<file path="config.mk">
export PLATFORM = sky130hd
export DESIGN_NAME = tuning_command_frame_parser_unit_flat
export DESIGN_NICKNAME = d
export VERILOG_FILES = /design/src/sv/tcfp_pkg.sv /design/src/sv/tcfp_in_if.sv /design/src/sv/tcfp_out_if.sv /design/src/sv/tcfp_float_dec.sv /design/src/sv/tuning_command_frame_parser_unit.sv /design/src/flat_wrapper.sv
export SDC_FILE = /design/constraint.sdc
export NUM_CORES = 1
export LEC_CHECK = 0
export ABC_AREA = 1
export BUFFER_PORTS_ARGS = -buffer_cell sky130_fd_sc_hd__buf_2
export CORE_MARGIN = 8
export CORE_UTILIZATION = 40
export DETAILED_ROUTE_END_ITERATION = 10
export PLACE_DENSITY = 0.69
export SLEW_MARGIN = 20
export SYNTH_ARGS = -nofsm -noshare
export SYNTH_HDL_FRONTEND = slang
export SYNTH_SLANG_ARGS = --single-unit
</file>
<file path="constraint.sdc">
create_clock -name clk -period 2.45 [get_ports clk]
set_input_delay 0.1225 -clock clk [delete_from_list [all_inputs] [get_ports clk]]
set_output_delay 0.1225 -clock clk [all_outputs]
set_load 0.01 [all_outputs]
</file>
<file path="src/sv/tcfp_pkg.sv">
// ----------------------------------------------------------------------------
// Tuning command frame parser package
// Shared constants and types for the frame parser and its value decoder.
// ----------------------------------------------------------------------------
package tcfp_pkg;

	localparam logic [7:0] HEADER_BYTE     = 8'hF0;
	localparam logic [7:0] SWITCH_ON_BYTE  = 8'h0A;
	localparam logic [7:0] SWITCH_OFF_BYTE = 8'hB0;

	localparam logic [7:0] MODE_PARAM  = 8'd0;
	localparam logic [7:0] MODE_SELECT = 8'd1;
	localparam logic [7:0] MODE_SWITCH = 8'd2;

	localparam logic [7:0] SELECT_SLOTS = 8'd9;
	localparam logic [2:0] FRAME_LAST   = 3'd4;

	localparam logic [7:0] EXP_BIAS       = 8'd127;
	localparam logic [7:0] EXP_ALL_ONES   = 8'hFF;
	localparam logic [7:0] SAT_EXP_LIMIT  = 8'd8;
	localparam logic [7:0] LOW_EXP_LIMIT  = 8'd31;
	localparam logic [4:0] SAT_SHIFT_BASE = 5'd23;
	localparam logic [4:0] LOW_SHIFT_BASE = 5'd30;

	localparam logic [7:0] VALUE_MAX = 8'hFF;
	localparam logic [7:0] VALUE_ONE = 8'd1;

	typedef enum logic [2:0] {
		EV_NONE  = 3'd0,
		EV_TUNED = 3'd1,
		EV_SLOT  = 3'd2,
		EV_ON    = 3'd3,
		EV_OFF   = 3'd4
	} tcfp_event_t;

endpackage

</file>
<file path="src/sv/tcfp_in_if.sv">
// ----------------------------------------------------------------------------
// Frame parser input channel
// Valid/ready channel that carries one received serial byte per item.
// ----------------------------------------------------------------------------
interface tcfp_in_if;

	logic       valid;
	logic       ready;
	logic [7:0] rx_byte;

	modport source (output valid, output rx_byte, input ready);
	modport sink (input valid, input rx_byte, output ready);

endinterface

</file>
<file path="src/sv/tcfp_out_if.sv">
// ----------------------------------------------------------------------------
// Frame parser result channel
// Valid/ready channel that carries one parser result per item.
// ----------------------------------------------------------------------------
interface tcfp_out_if;

	logic       valid;
	logic       ready;
	logic [2:0] event_res;
	logic [3:0] slot_index;
	logic [7:0] written_value;
	logic       switch_state;
	logic [7:0] tuned_value;

	modport source (
		output valid, output event_res, output slot_index, output written_value,
		output switch_state, output tuned_value, input ready
	);
	modport sink (
		input valid, input event_res, input slot_index, input written_value,
		input switch_state, input tuned_value, output ready
	);

endinterface

</file>
<file path="src/sv/tcfp_float_dec.sv">
// ----------------------------------------------------------------------------
// Single precision value decoder
// Truncates an IEEE single to an integer and gives both the value saturated
// to 0..255 and its low eight bits (zero if negative or at least 2^31).
// ----------------------------------------------------------------------------
module tcfp_float_dec (
	input  logic [31:0] word,
	output logic [7:0]  sat_val,
	output logic [7:0]  low_val
);
	import tcfp_pkg::*;

	logic [7:0]  expo;
	logic [7:0]  ex;
	logic [23:0] mant;
	logic [23:0] sat_shifted;
	logic [30:0] low_shifted;

	assign expo = word[30:23];
	assign ex   = expo - EXP_BIAS;
	assign mant = {1'b1, word[22:0]};

	assign sat_shifted = mant >> (SAT_SHIFT_BASE - {2'b00, ex[2:0]});
	assign low_shifted = {mant, 7'b0000000} >> (LOW_SHIFT_BASE - ex[4:0]);

	always_comb begin
		if (word[31]) begin
			sat_val = '0;
		end else if (expo == EXP_ALL_ONES) begin
			sat_val = (word[22:0] != '0) ? '0 : VALUE_MAX;
		end else if (expo < EXP_BIAS) begin
			sat_val = '0;
		end else if (ex >= SAT_EXP_LIMIT) begin
			sat_val = VALUE_MAX;
		end else begin
			sat_val = sat_shifted[7:0];
		end
	end

	always_comb begin
		if (word[31] || expo < EXP_BIAS || ex >= LOW_EXP_LIMIT) begin
			low_val = '0;
		end else begin
			low_val = low_shifted[7:0];
		end
	end

endmodule

</file>
<file path="src/sv/tuning_command_frame_parser_unit.sv">
// ----------------------------------------------------------------------------
// Tuning command frame parser
// Path: an accepted byte goes to the input register, then a single decode stage
// updates the frame state once per byte, then the result register takes it.
// Throughput: one byte per cycle unless out_ch.ready stalls the output.
// Reset clears the frame state, tuned value, switch and both valid flags.
// ----------------------------------------------------------------------------
module tuning_command_frame_parser_unit (
	input  logic clk,
	input  logic arst_n,
	tcfp_in_if.sink    in_ch,
	tcfp_out_if.source out_ch
);
	import tcfp_pkg::*;

	typedef enum logic [2:0] {
		PH_WAIT,
		PH_MODE,
		PH_PARAM,
		PH_SELECT,
		PH_SWITCH
	} phase_t;

	logic        valid_s1;
	logic [7:0]  rx_byte_s1;
	logic        adv;

	phase_t      phase_q, phase_d;
	logic [2:0]  count_q, count_d;
	logic [7:0]  cmd_q [4];
	logic        wr_buf;
	logic [7:0]  tuned_q, tuned_d;
	logic        switch_q, switch_d;

	tcfp_event_t ev_d;
	logic [3:0]  slot_d;
	logic [7:0]  val_d;

	logic        valid_s2;
	tcfp_event_t event_s2;
	logic [3:0]  slot_s2;
	logic [7:0]  val_s2;
	logic        switch_s2;
	logic [7:0]  tuned_s2;

	logic [31:0] word;
	logic [7:0]  sat_val;
	logic [7:0]  low_val;
	logic        all_on;
	logic        all_off;

	assign adv         = !valid_s2 || out_ch.ready;
	assign in_ch.ready = !valid_s1 || adv;

	assign word = {cmd_q[1], cmd_q[2], cmd_q[3], rx_byte_s1};

	assign all_on = (cmd_q[0] == SWITCH_ON_BYTE) && (cmd_q[1] == SWITCH_ON_BYTE) &&
		(cmd_q[2] == SWITCH_ON_BYTE) && (cmd_q[3] == SWITCH_ON_BYTE) &&
		(rx_byte_s1 == SWITCH_ON_BYTE);
	assign all_off = (cmd_q[0] == SWITCH_OFF_BYTE) && (cmd_q[1] == SWITCH_OFF_BYTE) &&
		(cmd_q[2] == SWITCH_OFF_BYTE) && (cmd_q[3] == SWITCH_OFF_BYTE) &&
		(rx_byte_s1 == SWITCH_OFF_BYTE);

	tcfp_float_dec u_dec (
		.word    (word),
		.sat_val (sat_val),
		.low_val (low_val)
	);

	always_comb begin
		phase_d  = phase_q;
		count_d  = count_q;
		wr_buf   = 1'b0;
		tuned_d  = tuned_q;
		switch_d = switch_q;
		ev_d     = EV_NONE;
		slot_d   = '0;
		val_d    = '0;
		case (phase_q)
			PH_WAIT: begin
				if (rx_byte_s1 == HEADER_BYTE) begin
					phase_d = PH_MODE;
				end
			end
			PH_MODE: begin
				case (rx_byte_s1)
					MODE_PARAM: begin
						phase_d = PH_PARAM;
						count_d = '0;
					end
					MODE_SELECT: begin
						phase_d = PH_SELECT;
						count_d = '0;
					end
					MODE_SWITCH: begin
						phase_d = PH_SWITCH;
						count_d = '0;
					end
					default: begin
						phase_d = PH_MODE;
					end
				endcase
			end
			PH_PARAM, PH_SELECT, PH_SWITCH: begin
				if (count_q == FRAME_LAST) begin
					phase_d = PH_WAIT;
					count_d = '0;
					if (phase_q == PH_PARAM) begin
						if (cmd_q[0] == '0) begin
							tuned_d = sat_val;
							ev_d    = EV_TUNED;
							val_d   = sat_val;
						end
					end else if (phase_q == PH_SELECT) begin
						if (cmd_q[0] < SELECT_SLOTS) begin
							ev_d   = EV_SLOT;
							slot_d = cmd_q[0][3:0];
							val_d  = low_val;
						end
					end else begin
						if (all_on) begin
							switch_d = 1'b1;
							ev_d     = EV_ON;
							val_d    = VALUE_ONE;
						end else if (all_off) begin
							switch_d = 1'b0;
							ev_d     = EV_OFF;
						end
					end
				end else begin
					wr_buf  = 1'b1;
					count_d = count_q + 3'd1;
				end
			end
			default: begin
				phase_d = PH_WAIT;
				count_d = '0;
			end
		endcase
	end

	always_ff @(posedge clk or negedge arst_n) begin
		if (!arst_n) begin
			valid_s1 <= 1'b0;
			valid_s2 <= 1'b0;
			phase_q  <= PH_WAIT;
			count_q  <= '0;
			tuned_q  <= '0;
			switch_q <= 1'b0;
		end else begin
			if (in_ch.ready) begin
				valid_s1 <= in_ch.valid;
			end
			if (adv) begin
				valid_s2 <= valid_s1;
			end
			if (adv && valid_s1) begin
				phase_q  <= phase_d;
				count_q  <= count_d;
				tuned_q  <= tuned_d;
				switch_q <= switch_d;
			end
		end
	end

	always_ff @(posedge clk) begin
		if (in_ch.ready && in_ch.valid) begin
			rx_byte_s1 <= in_ch.rx_byte;
		end
		if (adv && valid_s1) begin
			if (wr_buf) begin
				cmd_q[count_q[1:0]] <= rx_byte_s1;
			end
			event_s2  <= ev_d;
			slot_s2   <= slot_d;
			val_s2    <= val_d;
			switch_s2 <= switch_d;
			tuned_s2  <= tuned_d;
		end
	end

	assign out_ch.valid         = valid_s2;
	assign out_ch.event_res     = event_s2;
	assign out_ch.slot_index    = slot_s2;
	assign out_ch.written_value = val_s2;
	assign out_ch.switch_state  = switch_s2;
	assign out_ch.tuned_value   = tuned_s2;

`ifndef ASSERT_OFF
	a_stage_hold: assert property (@(posedge clk) disable iff (!arst_n)
		valid_s1 && !adv |=> valid_s1 && $stable(rx_byte_s1))
		else $error("input stage item changed while stalled");

	a_tuned_match: assert property (@(posedge clk) disable iff (!arst_n)
		valid_s2 && event_s2 == EV_TUNED |-> val_s2 == tuned_s2)
		else $error("tuned value result differs from tuned store");

	a_switch_match: assert property (@(posedge clk) disable iff (!arst_n)
		valid_s2 && (event_s2 == EV_ON || event_s2 == EV_OFF) |->
		switch_s2 == (event_s2 == EV_ON))
		else $error("switch state differs from switch event");

	a_slot_range: assert property (@(posedge clk) disable iff (!arst_n)
		valid_s2 |-> (event_s2 == EV_SLOT) ? ({4'b0000, slot_s2} < SELECT_SLOTS)
		: (slot_s2 == '0))
		else $error("slot index out of range or set without a slot write");
`endif

endmodule
</file>
<file path="src/flat_wrapper.sv">
// flat-port wrapper written by rule: the top's interface ports become plain ports
module tuning_command_frame_parser_unit_flat import tcfp_pkg::*;
  (clk, arst_n, in_ch_valid, in_ch_rx_byte, in_ch_ready, out_ch_valid, out_ch_event_res, out_ch_slot_index, out_ch_written_value, out_ch_switch_state, out_ch_tuned_value, out_ch_ready);
  tcfp_in_if in_ch_i ();
  tcfp_out_if out_ch_i ();
  input  logic clk;
  input  logic arst_n;
  input wire logic [$bits(in_ch_i.valid)-1:0] in_ch_valid;
  input wire logic [$bits(in_ch_i.rx_byte)-1:0] in_ch_rx_byte;
  output wire logic [$bits(in_ch_i.ready)-1:0] in_ch_ready;
  output wire logic [$bits(out_ch_i.valid)-1:0] out_ch_valid;
  output wire logic [$bits(out_ch_i.event_res)-1:0] out_ch_event_res;
  output wire logic [$bits(out_ch_i.slot_index)-1:0] out_ch_slot_index;
  output wire logic [$bits(out_ch_i.written_value)-1:0] out_ch_written_value;
  output wire logic [$bits(out_ch_i.switch_state)-1:0] out_ch_switch_state;
  output wire logic [$bits(out_ch_i.tuned_value)-1:0] out_ch_tuned_value;
  input wire logic [$bits(out_ch_i.ready)-1:0] out_ch_ready;
  assign in_ch_i.valid = in_ch_valid;
  assign in_ch_i.rx_byte = in_ch_rx_byte;
  assign in_ch_ready = in_ch_i.ready;
  assign out_ch_valid = out_ch_i.valid;
  assign out_ch_event_res = out_ch_i.event_res;
  assign out_ch_slot_index = out_ch_i.slot_index;
  assign out_ch_written_value = out_ch_i.written_value;
  assign out_ch_switch_state = out_ch_i.switch_state;
  assign out_ch_tuned_value = out_ch_i.tuned_value;
  assign out_ch_i.ready = out_ch_ready;
  tuning_command_frame_parser_unit u_core (.clk(clk), .arst_n(arst_n), .in_ch(in_ch_i), .out_ch(out_ch_i));
endmodule
</file>
# After elaboration in Yosys (flattened, before gate mapping)
# Memories as Yosys holds them, arrays and structs flattened.
# Cells that the tools add are included.
[op_classes] reduce_logical=26 n_bitwise=5 magnitude_cmp=4 div_mod_pow=0 n_shift=2 add_sub_neg=4 mul=0 eq_ne=22 n_mux=39
[ops] operator="two-way mux 8 bit" count=14
[ops] operator="equality test 8 bit (second input constant)" count=7
[ops] operator="equality test 8 x 4 -> 1 bit (second input constant)" count=5
[ops] operator=">> shifter 31 x 5 -> 8 bit" count=1
[ops] operator="case mux 3 bit (3 select lines)" count=3
[ops] operator="two-way mux 3 bit" count=8
[ops] operator=">> shifter 24 x 5 -> 8 bit" count=1
[ops] operator="nonzero test 23 bit" count=1
[ops] operator="logical NOT 8 bit" count=2
[ops] operator="two-way mux 1 bit" count=13
[ops] operator="logical AND 1 bit" count=10
[ops] operator="equality test 8 x 1 -> 1 bit (second input constant)" count=1
[ops] operator="equality test 8 x 2 -> 1 bit (second input constant)" count=1
[ops] operator=">= comparator 8 x 4 -> 1 bit (second input constant)" count=1
[ops] operator=">= comparator 8 x 5 -> 1 bit (second input constant)" count=1
[ops] operator="less-than comparator 8 x 4 -> 1 bit (second input constant)" count=1
[ops] operator="less-than comparator 8 x 7 -> 1 bit (second input constant)" count=1
[ops] operator="subtractor 8 x 7 -> 8 bit (second input constant)" count=1
[ops] operator="equality test 3 x 2 -> 1 bit (second input constant)" count=2
[ops] operator="equality test 3 bit (second input constant)" count=2
[ops] operator="AND reduction 3 bit" count=2
[ops] operator="OR reduction 3 bit" count=2
[ops] operator="inverter 1 bit" count=5
[ops] operator="OR reduction 5 bit" count=1
[ops] operator="other kinds (11)" count=16
[totals] elab_cells=115 memories=1 out_inout_bits=26 ff_bits=49 latch_bits=0 mem_bits_rw=32 inputBits=12 rom_bits=0
[memory_table] memory="u_core.cmd_q" depth=4 word_bits=8 read_ports=4 rd_clocked_by_memory_dff=0 write_ports=1 line="tuning_command_frame_parser_unit.sv:30" text="logic [7:0] cmd_q [4];"

# Longest topological paths before layout
# An unclocked memory read counts as a cell.
[logic_depth] word_depth=12 depth_mapped=16 mapped_depth_nobuf=13

# Modules after synthesis
# A second synthesis with hierarchy kept.
[unflattened] cells_unflattened=758 hier_area_um2=5416.4
[by_module_without_submodules] mod="tuning_command_frame_parser_unit" instances=1 seq_area_each_um2=2347.3 area_per_inst_um2=3457.1 cells_per_inst=325
[by_module_without_submodules] mod="tcfp_float_dec" instances=1 seq_area_each_um2=0.0 area_per_inst_um2=1959.4 cells_per_inst=433

# Worst setup path before layout
# Ideal clock, no wire load.
[synth_path] path_kind="register -> register" startpoint="memory u_core.cmd_q[2][7]" endpoint="register u_core.val_s2[5] (netlist: u_core.out_ch.written_value[5]), data pin" synth_period_minus_slack_ns=2.607 arrival_ns=2.353 path_slack_ns=-0.157 required_ns=2.197 n_path_buf=5 path_stages_with_launch=15 setup_time_ns=0.253 cell_sequence="edfxtp_1 -> buf_4 -> inv_2 -> buf_4 -> ha_1 -> ha_1 -> buf_2 -> inv_1 -> buf_2 -> buf_1 -> nand3_1 -> nand3_1 -> nand3_1 -> nand3_1 -> nand2_1"
[synth_lines] element="from (decl)" line="tuning_command_frame_parser_unit.sv:30"
[synth_lines] element="to (signal assigned)" line="tuning_command_frame_parser_unit.sv:176" text="val_s2 <= val_d;"
[synth_lines] element="to (decl)" line="tuning_command_frame_parser_unit.sv:42" text="logic [7:0] val_s2;"

==> impl_metrics.yaml <==
timing:
  hold_viol_final: 0
  fin_skew_ns: 0.00938
  slew_headroom_pct: 71.0
  hold_ws_ns: 0.0276
  clock.fmax_mhz: 450
  fin_crit_ns: 2.22
  tns_ns: 0
  drv_slew: 0
  finalSetupViolations: 0
  period_share_pct: 90.8
  rsz0062_at_grt: "no"
  tightest_slew_ns: 0.435
logic_synthesis:
  syn_area_um2: 5210
  seq_area_frac_synth_pct: 45.1
  synth_cell_types: 34
  synthFlopType: "edfxtp_1"
  synth-warning-count: 0
  async_flop_share_pct: 21.0
  synth.largest_area_cell: "edfxtp_1"
  syn_nets: 715
  yosysMostFrequentCell: "nand2_1"
  ys_ff_latch: 81
  ys_top_cells_by_count: "nand2_1, nand3_1, nor2_1"
  netlist_instances: 694
  synth.avg_cell_area_um2: 7.50
  synth_edf_count: 64
  synthDominantCellAreaShare_pct: 36.9
  synth_area_leaders: "edfxtp_1, nand2_1, nand3_1, dfrtp_1, nor2_1"
route:
  drc: 0
  wl_um: 13500
  detail_route.wl_per_cell_um: 14.6
  routed_via_density: 5.10
  first_iter_violations: 449
  drtAntennaViolNets: 0
  dr.pass1.iters: 5
  vias: 4730
power_and_ir_drop:
  p_int_w: 0.00259
  powerDensity_nw_per_um2: 549
  p_comb_share_pct: 9.0
  p_sw_w: 0.000749
  power_w: 0.00334
  clock_power_share_pct: 43.2
  vdd_ir_drop_max_v: 0.000414
  leakagePower_nw: 2.80
  seqPwrFrac_pct: 47.8
  swShare_pct: 22.4
final_layout:
  fillCellCount: 1241
  area_growth_pct: 16.9
  drive_gt1_share_pct: 13.9
  fin_nets: 772
  antenna_cells: 0
clock_network:
  path_clk_slew_ns: 0.06
  clockBufferDepth: 2
  cts_buffers: 9
  cts.sinks: 81
  clock_latency_ns: 0.34
  htreeDepth: 3
  postCtsSetupRepairBufs: 0
  cts_tree: "done"
  cts_root_buf: "clkbuf_16"
global_routing:
  grt_max_degree: 38
  grt_pass1_vias: 4354
  grt_antenna_before_repair: 0
  grt_overflow: 0
  track_usage_pct: 16.9
  grt_pass1_wl_um: 22100
critical_path:
  critPathMaxFanout: 16
  cp-end-kind: "flop"
  critPathRequiredTime_ns: 2.54
  crit_slowest_cell: "edfxtp_1"
  crit_path_max_incr_delay_ns: 0.39
  crit_chain: "buf_4, inv_2, ha_2, nor2_1, inv_1, nor2_1, nand2_1, nand2_2, o21ai_0, nand2_1, nand2_1, nand3_1, nand2_1"
  reg2reg_slack_ns: 0.23
  cp_data_arrival_time_ns: 2.32
  criticalPathCategory: "reg -> reg"
  critPathBufInv: 3
  critPathMostFrequentCell: "nand2_1"
  crit_family: "simple AND/OR/NAND/NOR gates"
  cp-start-kind: "flop"
placed_design:
  gp_congestion: 0.933
  dpl.hpwl_um: 10300
  io_buffers: 37
floorplan:
  start_util_pct: 41.1
  dieArea_um2: 16900
  die_h_um: 130
  die_w_um: 130
  rows: 41
  ios: 38
  core_area_um2: 12700
outcome:
  status: "complete, no violations"
hold_path:
  min_path_type: "in -> reg"
job:
  maxCapViolCount: 0
-- metal layers --
metal,up-vias,wire [µm],GRT usage [%]
li1,2404,-,-
met1,2082,5970,22.1
met2,219,6080,26.2
met3,25,1120,4.16
met4,0,364,7.38
met5,-,0,0
-- worst reg2reg max path, cell delays in order, from the launching register on --
cell	delay [ns]
edfxtp_1	0.39
buf_4	0.19
inv_2	0.07
ha_2	0.31
nor2_1	0.18
inv_1	0.07
nor2_1	0.10
nand2_1	0.07
nand2_2	0.23
o21ai_0	0.14
nand2_1	0.08
nand2_1	0.05
nand3_1	0.07
nand2_1	0.05
-- sequential cells by signal, summed over array words and instances (netlist names) --
signal and count:
u_core.out_ch.written_value 8, u_core.valid_s1 1, u_core.count_q 3, u_core.switch_q 1
u_core.out_ch.slot_index 4, u_core.out_ch.valid 1, u_core.out_ch.tuned_value 8, u_core.cmd_q 32
u_core.out_ch.event_res 3, u_core.tuned_q 8, u_core.out_ch.switch_state 1, u_core.phase_q 3
u_core.rx_byte_s1 8
-- cells in the final DEF (no fill, tap or decap), drive strengths merged, types with 2 or more instances in the layout --
cell type and instances:
edfxtp 64, nor3 3, a21oi 5, clkbuf 11, bufinv 2, inv 59
buf 59, o21a 2, dlygate4sd3 9, dfrtp 17, o211ai 5, o21ai 23
xnor2 2, nand2 254, a31oi 2, clkinv 4, ha 9, nand4 8
nand3b 9, nand3 124, nor2 80, nor4 2
-- layout make-up --
cell class | count | area [µm²] | share of cell area (%)
Clock buffer | 11 | 243 | 3.99
Clock inverter | 5 | 78.8 | 1.30
Inverter | 60 | 225 | 3.70
Multi-Input combinational cell | 531 | 2510 | 41.3
Sequential cell | 81 | 2350 | 38.6
Tap cell | 172 | 215 | 3.54
Timing Repair Buffer | 68 | 465 | 7.65
-- through the flow --
stage / instances / setup slack [ns] / cell area (µm²) / utilization [%]
after detailed placement: 903 / 0.263 / 5670 / 44.8
final: 928 / 0.227 / 6080 / 48.0
after CTS: 928 / 0.245 / 6080 / 48.0
after global routing: 928 / 0.000884 / 6080 / 48.0
after floorplan: 694 / 0.0244 / 5210 / -
after global placement: 903 / 0.267 / 5670 / 44.8
-- final timing paths --
check,from,to,depth (start not counted)
worst max-delay path,u_core.cmd_q[2][7],u_core.out_ch.written_value[1],13
worst min-delay path,in_ch_valid,u_core.valid_s1,3
worst max register to register,u_core.cmd_q[2][7],u_core.out_ch.written_value[1],13
worst min register to register,u_core.tuned_q[7],u_core.tuned_q[7],2
max in group asynchronous,arst_n,u_core.tuned_q[1],2
min in group asynchronous,arst_n,u_core.count_q[2],2
-- what timing repair did --
item | CTS | global route
gates resized for setup | 0 | 0
hold buffers | 9 | 0
endpoints found under the hold margin | 25 | 0
-- power groups by stage --
| stage | combinational [W] | clock [W] | sequential [W] |
|---|---|---|---|
| after floorplan | 0.000127 | 0 | 0.00166 |
| after global placement | 0.000288 | 0 | 0.00162 |
| after detailed placement | 0.000292 | 0 | 0.00163 |
| after CTS | 0.000304 | 0.00146 | 0.00160 |
| after global routing | 0.000334 | 0.00152 | 0.00160 |
| final | 0.000299 | 0.00144 | 0.00160 |
-- kinds of logic (layout without fill, tap and decap cells) --
logic type | count (synthesis) | count (layout) | synth area share (%)
flip-flops | 81 | 81 | 45.1
XOR/XNOR | 2 | 2 | 0.337
AND/OR/NAND/NOR | 482 | 482 | 41.6
buffers and inverters | 82 | 144 | 6.75
adder cells (fa/ha/maj) | 9 | 9 | 2.16
AO/OA/AOI/OAI | 38 | 38 | 4.09
No activity file was read; power rests on OpenSTA's default activity.
